===== config.mk =====
export PLATFORM = sky130hd
export DESIGN_NAME = alpha_over_compositor_top
export DESIGN_NICKNAME = d
export VERILOG_FILES = /design/src/rtl/aoc_pkg.sv /design/src/rtl/alpha_over_compositor_top.sv /design/src/rtl/aoc_weight.sv /design/src/rtl/aoc_lane.sv
export SDC_FILE = /design/constraint.sdc
export NUM_CORES = 2
export LEC_CHECK = 0
export ABC_AREA = 1
export BUFFER_PORTS_ARGS = -buffer_cell sky130_fd_sc_hd__buf_2
export CORE_ASPECT_RATIO = 1.4
export CORE_MARGIN = 5
export CORE_UTILIZATION = 50
export DETAILED_ROUTE_END_ITERATION = 7
export PLACE_DENSITY_LB_ADDON = 0.3
export SYNTH_ARGS = -nofsm -noshare
export SYNTH_HDL_FRONTEND = slang
export SYNTH_HIERARCHICAL = 1
export SYNTH_SLANG_ARGS = --single-unit
export TNS_END_PERCENT = 50

===== constraint.sdc =====
create_clock -name i_clk -period 10.3 [get_ports i_clk]
set_clock_uncertainty 0.1 [all_clocks]
set_input_delay 2.06 -clock i_clk [delete_from_list [all_inputs] [get_ports i_clk]]
set_output_delay 2.06 -clock i_clk [all_outputs]
set_load 0.02 [all_outputs]

===== src/rtl/aoc_pkg.sv =====
`timescale 1ns / 1ps
`default_nettype none
package aoc_pkg;

    localparam int NUM_LANES = 3;
    localparam int DIV_STAGES = 8;
    // weight register, numerator register, then one register per quotient bit
    localparam int PIPE_LAT = DIV_STAGES + 2;

    localparam logic [7:0] FULL_ALPHA = 8'd255;

    localparam logic [1:0] REG_OPACITY = 2'd0;
    localparam logic [1:0] REG_DST_HAS_ALPHA = 2'd1;
    localparam logic [1:0] REG_SRC_HAS_ALPHA = 2'd2;

    typedef struct packed {
        logic [15:0] ws;
        logic [15:0] wd;
        logic [15:0] den;
    } t_wgt;

    typedef logic [NUM_LANES-1:0][7:0] t_color;

    // floor(x / 255) for x up to 65025
    function automatic logic [7:0] div255(input logic [15:0] x);
        logic [16:0] t;
        t = {1'b0, x} + 17'd1 + {9'd0, x[15:8]};
        return t[15:8];
    endfunction

endpackage
`default_nettype wire


===== src/rtl/alpha_over_compositor_top.sv =====
`timescale 1ns / 1ps
`default_nettype none
// Porter-Duff over compositing of one source pixel onto one destination pixel.
// A pixel pair is taken on every clock where i_start is high (o_busy stays low),
// and its result appears on the o_out_* ports for one cycle with o_valid high,
// after one weight stage, one multiply stage and eight stages of a
// restoring divider that yields one quotient bit each. Three color lanes run side
// by side; the receiver cannot stall, so results must be taken as they come.
// Configuration (opacity at 0x0, dst_has_alpha at 0x4, src_has_alpha at 0x8)
// is written over the APB port and must only change while no pixel is in flight.
module alpha_over_compositor_top import aoc_pkg::*; (
    input  wire logic        i_clk,
    input  wire logic        i_rst_n,
    input  wire logic        i_psel,
    input  wire logic        i_penable,
    input  wire logic        i_pwrite,
    input  wire logic [3:0]  i_paddr,
    input  wire logic [31:0] i_pwdata,
    output logic [31:0]      o_prdata,
    output logic             o_pready,
    input  wire logic        i_start,
    output logic             o_busy,
    input  wire logic [7:0]  i_dst_blue,
    input  wire logic [7:0]  i_dst_green,
    input  wire logic [7:0]  i_dst_red,
    input  wire logic [7:0]  i_dst_alpha,
    input  wire logic [7:0]  i_src_blue,
    input  wire logic [7:0]  i_src_green,
    input  wire logic [7:0]  i_src_red,
    input  wire logic [7:0]  i_src_alpha,
    output logic             o_valid,
    output logic [7:0]       o_out_blue,
    output logic [7:0]       o_out_green,
    output logic [7:0]       o_out_red,
    output logic [7:0]       o_out_alpha
);

    logic [7:0]          r_opacity;
    logic                r_dst_has_alpha;
    logic                r_src_has_alpha;
    logic                cfg_wr;
    logic                accept;
    logic [PIPE_LAT-1:0] r_vld;
    logic [7:0]          r_oa [0:PIPE_LAT-2];
    t_wgt                wgt;
    t_color              dst;
    t_color              src;
    t_color              w_dst;
    t_color              w_src;
    t_color              lane_q;
    logic [NUM_LANES-1:0] lane_zero;

    assign o_pready = 1'b1;
    assign o_busy   = 1'b0;
    assign accept   = i_start && !o_busy;
    assign cfg_wr   = i_psel && i_penable && i_pwrite && o_pready;

    always_ff @(posedge i_clk) begin
        if (!i_rst_n) begin
            r_opacity       <= FULL_ALPHA;
            r_dst_has_alpha <= 1'b1;
            r_src_has_alpha <= 1'b1;
        end else if (cfg_wr) begin
            unique case (i_paddr[3:2])
                REG_OPACITY:       r_opacity       <= i_pwdata[7:0];
                REG_DST_HAS_ALPHA: r_dst_has_alpha <= i_pwdata[0];
                REG_SRC_HAS_ALPHA: r_src_has_alpha <= i_pwdata[0];
                default: ;
            endcase
        end
    end

    always_comb begin
        unique case (i_paddr[3:2])
            REG_OPACITY:       o_prdata = {24'd0, r_opacity};
            REG_DST_HAS_ALPHA: o_prdata = {31'd0, r_dst_has_alpha};
            REG_SRC_HAS_ALPHA: o_prdata = {31'd0, r_src_has_alpha};
            default:           o_prdata = 32'd0;
        endcase
    end

    assign dst = {i_dst_red, i_dst_green, i_dst_blue};
    assign src = {i_src_red, i_src_green, i_src_blue};

    aoc_weight u_weight (
        .i_clk           (i_clk),
        .i_en            (accept),
        .i_opacity       (r_opacity),
        .i_dst_has_alpha (r_dst_has_alpha),
        .i_src_has_alpha (r_src_has_alpha),
        .i_dst_alpha     (i_dst_alpha),
        .i_src_alpha     (i_src_alpha),
        .i_dst           (dst),
        .i_src           (src),
        .o_wgt           (wgt),
        .o_dst           (w_dst),
        .o_src           (w_src)
    );

    for (genvar l = 0; l < NUM_LANES; l++) begin : g_lane
        aoc_lane u_lane (
            .i_clk      (i_clk),
            .i_sc       (w_src[l]),
            .i_dc       (w_dst[l]),
            .i_wgt      (wgt),
            .o_q        (lane_q[l]),
            .o_den_zero (lane_zero[l])
        );
    end

    // output alpha rides alongside the lanes
    always_ff @(posedge i_clk) begin
        r_oa[0] <= div255(wgt.den);
        for (int k = 1; k < PIPE_LAT - 1; k++) begin
            r_oa[k] <= r_oa[k-1];
        end
    end

    always_ff @(posedge i_clk) begin
        if (!i_rst_n) begin
            r_vld <= '0;
        end else begin
            r_vld <= {r_vld[PIPE_LAT-2:0], accept};
        end
    end

    // merge: fully transparent result forces the colors to zero
    assign o_valid     = r_vld[PIPE_LAT-1];
    assign o_out_blue  = lane_zero[0] ? 8'd0 : lane_q[0];
    assign o_out_green = lane_zero[1] ? 8'd0 : lane_q[1];
    assign o_out_red   = lane_zero[2] ? 8'd0 : lane_q[2];
    assign o_out_alpha = r_oa[PIPE_LAT-2];

endmodule
`default_nettype wire


===== src/rtl/aoc_weight.sv =====
`timescale 1ns / 1ps
`default_nettype none
module aoc_weight import aoc_pkg::*; (
    input  wire logic        i_clk,
    input  wire logic        i_en,
    input  wire logic [7:0]  i_opacity,
    input  wire logic        i_dst_has_alpha,
    input  wire logic        i_src_has_alpha,
    input  wire logic [7:0]  i_dst_alpha,
    input  wire logic [7:0]  i_src_alpha,
    input  wire t_color      i_dst,
    input  wire t_color      i_src,
    output t_wgt             o_wgt,
    output t_color           o_dst,
    output t_color           o_src
);

    logic [7:0]  sa_in;
    logic [7:0]  da;
    logic [8:0]  sum;
    logic [7:0]  sa;
    logic [15:0] ws;
    logic [15:0] wd;
    t_wgt        n_wgt;
    t_wgt        r_wgt;
    t_color      r_dst;
    t_color      r_src;

    always_comb begin
        sa_in = i_src_has_alpha ? i_src_alpha : FULL_ALPHA;
        da    = i_dst_has_alpha ? i_dst_alpha : FULL_ALPHA;
        sum   = {1'b0, sa_in} + {1'b0, i_opacity};
        sa    = (sum > {1'b0, FULL_ALPHA}) ? 8'(sum - {1'b0, FULL_ALPHA}) : 8'd0;
        ws    = {sa, 8'd0} - {8'd0, sa};
        wd    = {8'd0, da} * {8'd0, 8'(FULL_ALPHA - sa)};
        n_wgt.ws  = ws;
        n_wgt.wd  = wd;
        n_wgt.den = ws + wd;
    end

    always_ff @(posedge i_clk) begin
        if (i_en) begin
            r_wgt <= n_wgt;
            r_dst <= i_dst;
            r_src <= i_src;
        end
    end

    assign o_wgt = r_wgt;
    assign o_dst = r_dst;
    assign o_src = r_src;

endmodule
`default_nettype wire


===== src/rtl/aoc_lane.sv =====
`timescale 1ns / 1ps
`default_nettype none
module aoc_lane import aoc_pkg::*; (
    input  wire logic        i_clk,
    input  wire logic [7:0]  i_sc,
    input  wire logic [7:0]  i_dc,
    input  wire t_wgt        i_wgt,
    output logic [7:0]       o_q,
    output logic             o_den_zero
);

    logic [23:0] prod_s;
    logic [23:0] prod_d;
    logic [23:0] r_rem [0:DIV_STAGES];
    logic [15:0] r_den [0:DIV_STAGES];
    logic [7:0]  r_q   [0:DIV_STAGES];

    assign prod_s = {16'd0, i_sc} * {8'd0, i_wgt.ws};
    assign prod_d = {16'd0, i_dc} * {8'd0, i_wgt.wd};

    always_ff @(posedge i_clk) begin
        r_rem[0] <= prod_s + prod_d;
        r_den[0] <= i_wgt.den;
        r_q[0]   <= 8'd0;
    end

    // restoring division, one quotient bit per stage, msb first
    for (genvar s = 0; s < DIV_STAGES; s++) begin : g_div
        logic [23:0] dsh;
        logic        ge;
        assign dsh = {8'd0, r_den[s]} << (DIV_STAGES - 1 - s);
        assign ge  = r_rem[s] >= dsh;
        always_ff @(posedge i_clk) begin
            r_rem[s+1] <= ge ? r_rem[s] - dsh : r_rem[s];
            r_den[s+1] <= r_den[s];
            r_q[s+1]   <= {r_q[s][6:0], ge};
        end
    end

    assign o_q        = r_q[DIV_STAGES];
    assign o_den_zero = (r_den[DIV_STAGES] == 16'd0);

endmodule
`default_nettype wire


==> metrics.md <==
| Metric | Value |
|---|---|
| Initial antenna violation count | `8` |
| WP buf/inv | `10` |
| Synth Area per Inst | `between 7 and 8 um2` |
| Htree depth | `4` |
| Routed len/inst | `15.9 um` |
| F_max | `about 110 MHz` |
| Yosys top cell by area | `dfxtp_1` |
| Via density | `between 4 and 5` |
| Worst Path Arrival | `approximately 9.6 ns` |
| Die height | `520 um` |
| Critical hold path startpoint | `g_lane[1].u_lane/r_q[0][52]$_DFF_P_` |
| Slew HR | `0.220` |
| Crit end category | `flip-flop` |
| Clk Latency, worst-skew pair | `0.81 ns` |
| # clock sinks | `~1300` |
| Port-buffer cells | `120` |
| Die W | `between 300 and 400 um` |
| Reg clk slew, reported paths | `about 0.060 ns` |
| Final WL | `248000 um` |
| Post-synthesis simple-gate area fraction | `0.272` |
| Tmin final | `9.07 ns` |
| Worst R2R Setup Slack | `about 2 ns` |
| Outcome | `finished, final reports clean` |
| Core ar. | `0.185 mm2` |
| Critical path class | `primary input to flip-flop` |
| Endpoints failing hold | `0` |
| RSZ-0062 raised after global routing | `no` |
| Share of Yosys cell area claimed by the top area cell type | `0.261` |
| Row cnt | `187` |
| Root Buffer | `clkbuf_16` |
| Nets | `14500` |
| Final Setup Violations | `0` |
| Grt ovf | `0` |
| Final GP Congestion | `0.974` |
| Via count | `between 70000 and 80000` |
| Distinct cells, synth | `57` |
| Pin count of the biggest net entering global routing | `68` |
| Setup TNS | `0 ns` |
| CTS tree | `done` |
| Seq cells post-synth | `approximately 1300` |
| Delay-heaviest family, CP | `adder cells` |
| Syn Inst Count | `13000` |
| I/O Pins | `173` |
| Synth Area in XOR/XNOR | `0.0237` |
| Max incr delay on CP | `0.55 ns` |
| Slowest stage cell, crit path | `fa_1` |
| CTS resizes | `0` |
| Worst Hold Class | `flip-flop to flip-flop` |
| Adder-cell area share of the yosys netlist | `0.237` |
| Register area share after synthesis | `0.292` |
| Post-synthesis compound-gate area fraction | `0.0354` |
| Layout cells sized above 1 | `0.0450` |
| Remaining antenna violation count | `0` |
| CP Data Required Time | `~11 ns` |
| Synth warn | `6` |
| R2r startpoint | `r_src_has_alpha$_SDFFE_PN1P_` |
| Synth area leaders | `dfxtp_1 (26%), nand2_1 (18%), fa_1 (15%), inv_1 (12%), ha_1 (9.0%)` |
| Cell with the most instances on the worst path | `inv_1` |
| Layout area overhead | `7.58%` |
| Max Cap Viol | `0` |
| Worst-Margin Slew | `1.17 ns` |
| Post-detail-place hpwl | `202000 um` |
| Top fanout value on the critical path | `9` |
| Hold path cells | `0` |
| Initial Util | `0.501` |
| Number of global-route vias before repair | `78600` |
| Die ar. | `0.194 mm2` |
| Commonest non-fill, non-tap cell in the layout | `nand2_1` |
| Cts hold-fix bufs | `0` |
| Drt first pass iters | `6` |
| Buffer count from post-CTS setup fixing | `0` |
| Leading cell types in the layout, fill and taps excluded | `nand2_1 (4503), inv_1 (2949), dfxtp_1 (1208)` |
| Longest Clk Path Bufs | `4` |
| Final Max Slew Viols | `0` |
| Setup crit start kind | `primary input` |
| TritonCTS Buffers | `~140` |
| Total global-route track usage | `0.255` |
| Final Cycle Share | `0.881` |
| DR iter-0 viols | `3761` |
| RR Endpoint | `u_weight/o_wgt[15]$_DFFE_PP_` |
| Largest family of logic cells by synthesized area | `simple AND/OR/NAND/NOR gates` |
| Post-synthesis mux area share | `0` |
| Fill count | `18200` |
| DR DRC count | `0` |
| Reg2Reg Depth | `43` |
| Worst setup path start | `i_src_alpha[0]` |
| Post-Synthesis Cell Area | `~0.09 mm2` |
| Destination of the worst hold path | `g_lane[1].u_lane/r_q[0][61]$_DFF_P_` |
| First-pass GRT wire length | `398000 um` |
==> sequential cells by signal (all words and copies together) (netlist names) <==
signal,flops
r_src_has_alpha,1
r_dst_has_alpha,1
g_lane.u_lane/r_den,432
u_weight/o_src,24
g_lane.u_lane/r_q,108
u_weight/o_wgt,48
r_vld,10
g_lane.u_lane/r_rem,576
r_oa,72
u_weight/o_dst,24
r_opacity,8
==> metal layers <==
layer / up-vias / GRT usage / share of wire
met2: 1975 / 0.487 / 0.52
met3: 955 / 0.0357 / 0.044
li1: 38400 / - / -
met5: - / 0 / 0
met4: 0 / 0.191 / 0.091
met1: 34800 / 0.248 / 0.35
==> metrics by stage <==
step / hold WS [ns] / area [um2] / setup WS [ns] / util / std cells
2_1_floorplan: 0.210 / 92800 / 1.26 / - / 13000
3_3_place_gp: 0.210 / 95100 / 0.410 / 0.514 / 15300
3_5_place_dp: 0.212 / 95100 / 0.349 / 0.514 / 15300
4_1_cts: 0.218 / 99700 / 1.23 / 0.539 / 15600
5_1_grt: 0.219 / 99800 / 0.605 / 0.539 / 15600
6_report: 0.218 / 99800 / 1.23 / 0.539 / 15600
==> worst max-delay path by stage <==
stage                                        end  slack [ns]  cells after the start
finish              u_weight/o_wgt[15]$_DFFE_PP_        1.23                     45
global route        u_weight/o_wgt[15]$_DFFE_PP_        0.60                     42
CTS                 u_weight/o_wgt[15]$_DFFE_PP_        1.23                     45
detailed placement  u_weight/o_wgt[15]$_DFFE_PP_        0.35                     45
global placement    u_weight/o_wgt[15]$_DFFE_PP_        0.41                     45
floorplan           u_weight/o_wgt[15]$_DFFE_PP_        1.26                     44
==> area by class of cell <==
type,count,area (um2),share of cell area
multi-input cells,8417,52800,0.529
flip-flops and latches,1304,27100,0.271
inverters,2984,11200,0.112
clock buffers,188,3970,0.0398
well taps,2457,3070,0.0308
repair buffers,162,918,0.00921
clock inverters,53,692,0.00694
diodes,9,22.5,0.000226
==> kinds of logic after synthesis <==
group | count (synthesis)
xor gates and xnor gates | 250
buffers and inverters | 3305
adders and majority gates | 1349
and+or+nand+nor | 6204
AOI/OAI and AO/OA | 587
other | 3
DFF | 1304
==> synthesized netlist by cell type, drive strengths merged <==
master and instances:
xor2 187, fa 683, o211ai 8, or2 7
conb 3, buf 122, edfxtp 96, nor3 63
nand2 4551, inv 2982, a21boi 7, o21a 3
a21o 6, nor2 811, a31oi 4, clkinv 2
a211oi 3, ha 666, dfxtp 1208, o21ai 146
a21oi 390, nand3b 30, xnor2 63, a31o 1
o31ai 3, and2 18, nor4 13, o21bai 16
clkbuf 199, nand4 112, nand3 599
Power is left out: the tool's default activity adds up to more than one toggle a clock period on the data nets, which glitch-free logic cannot reach.
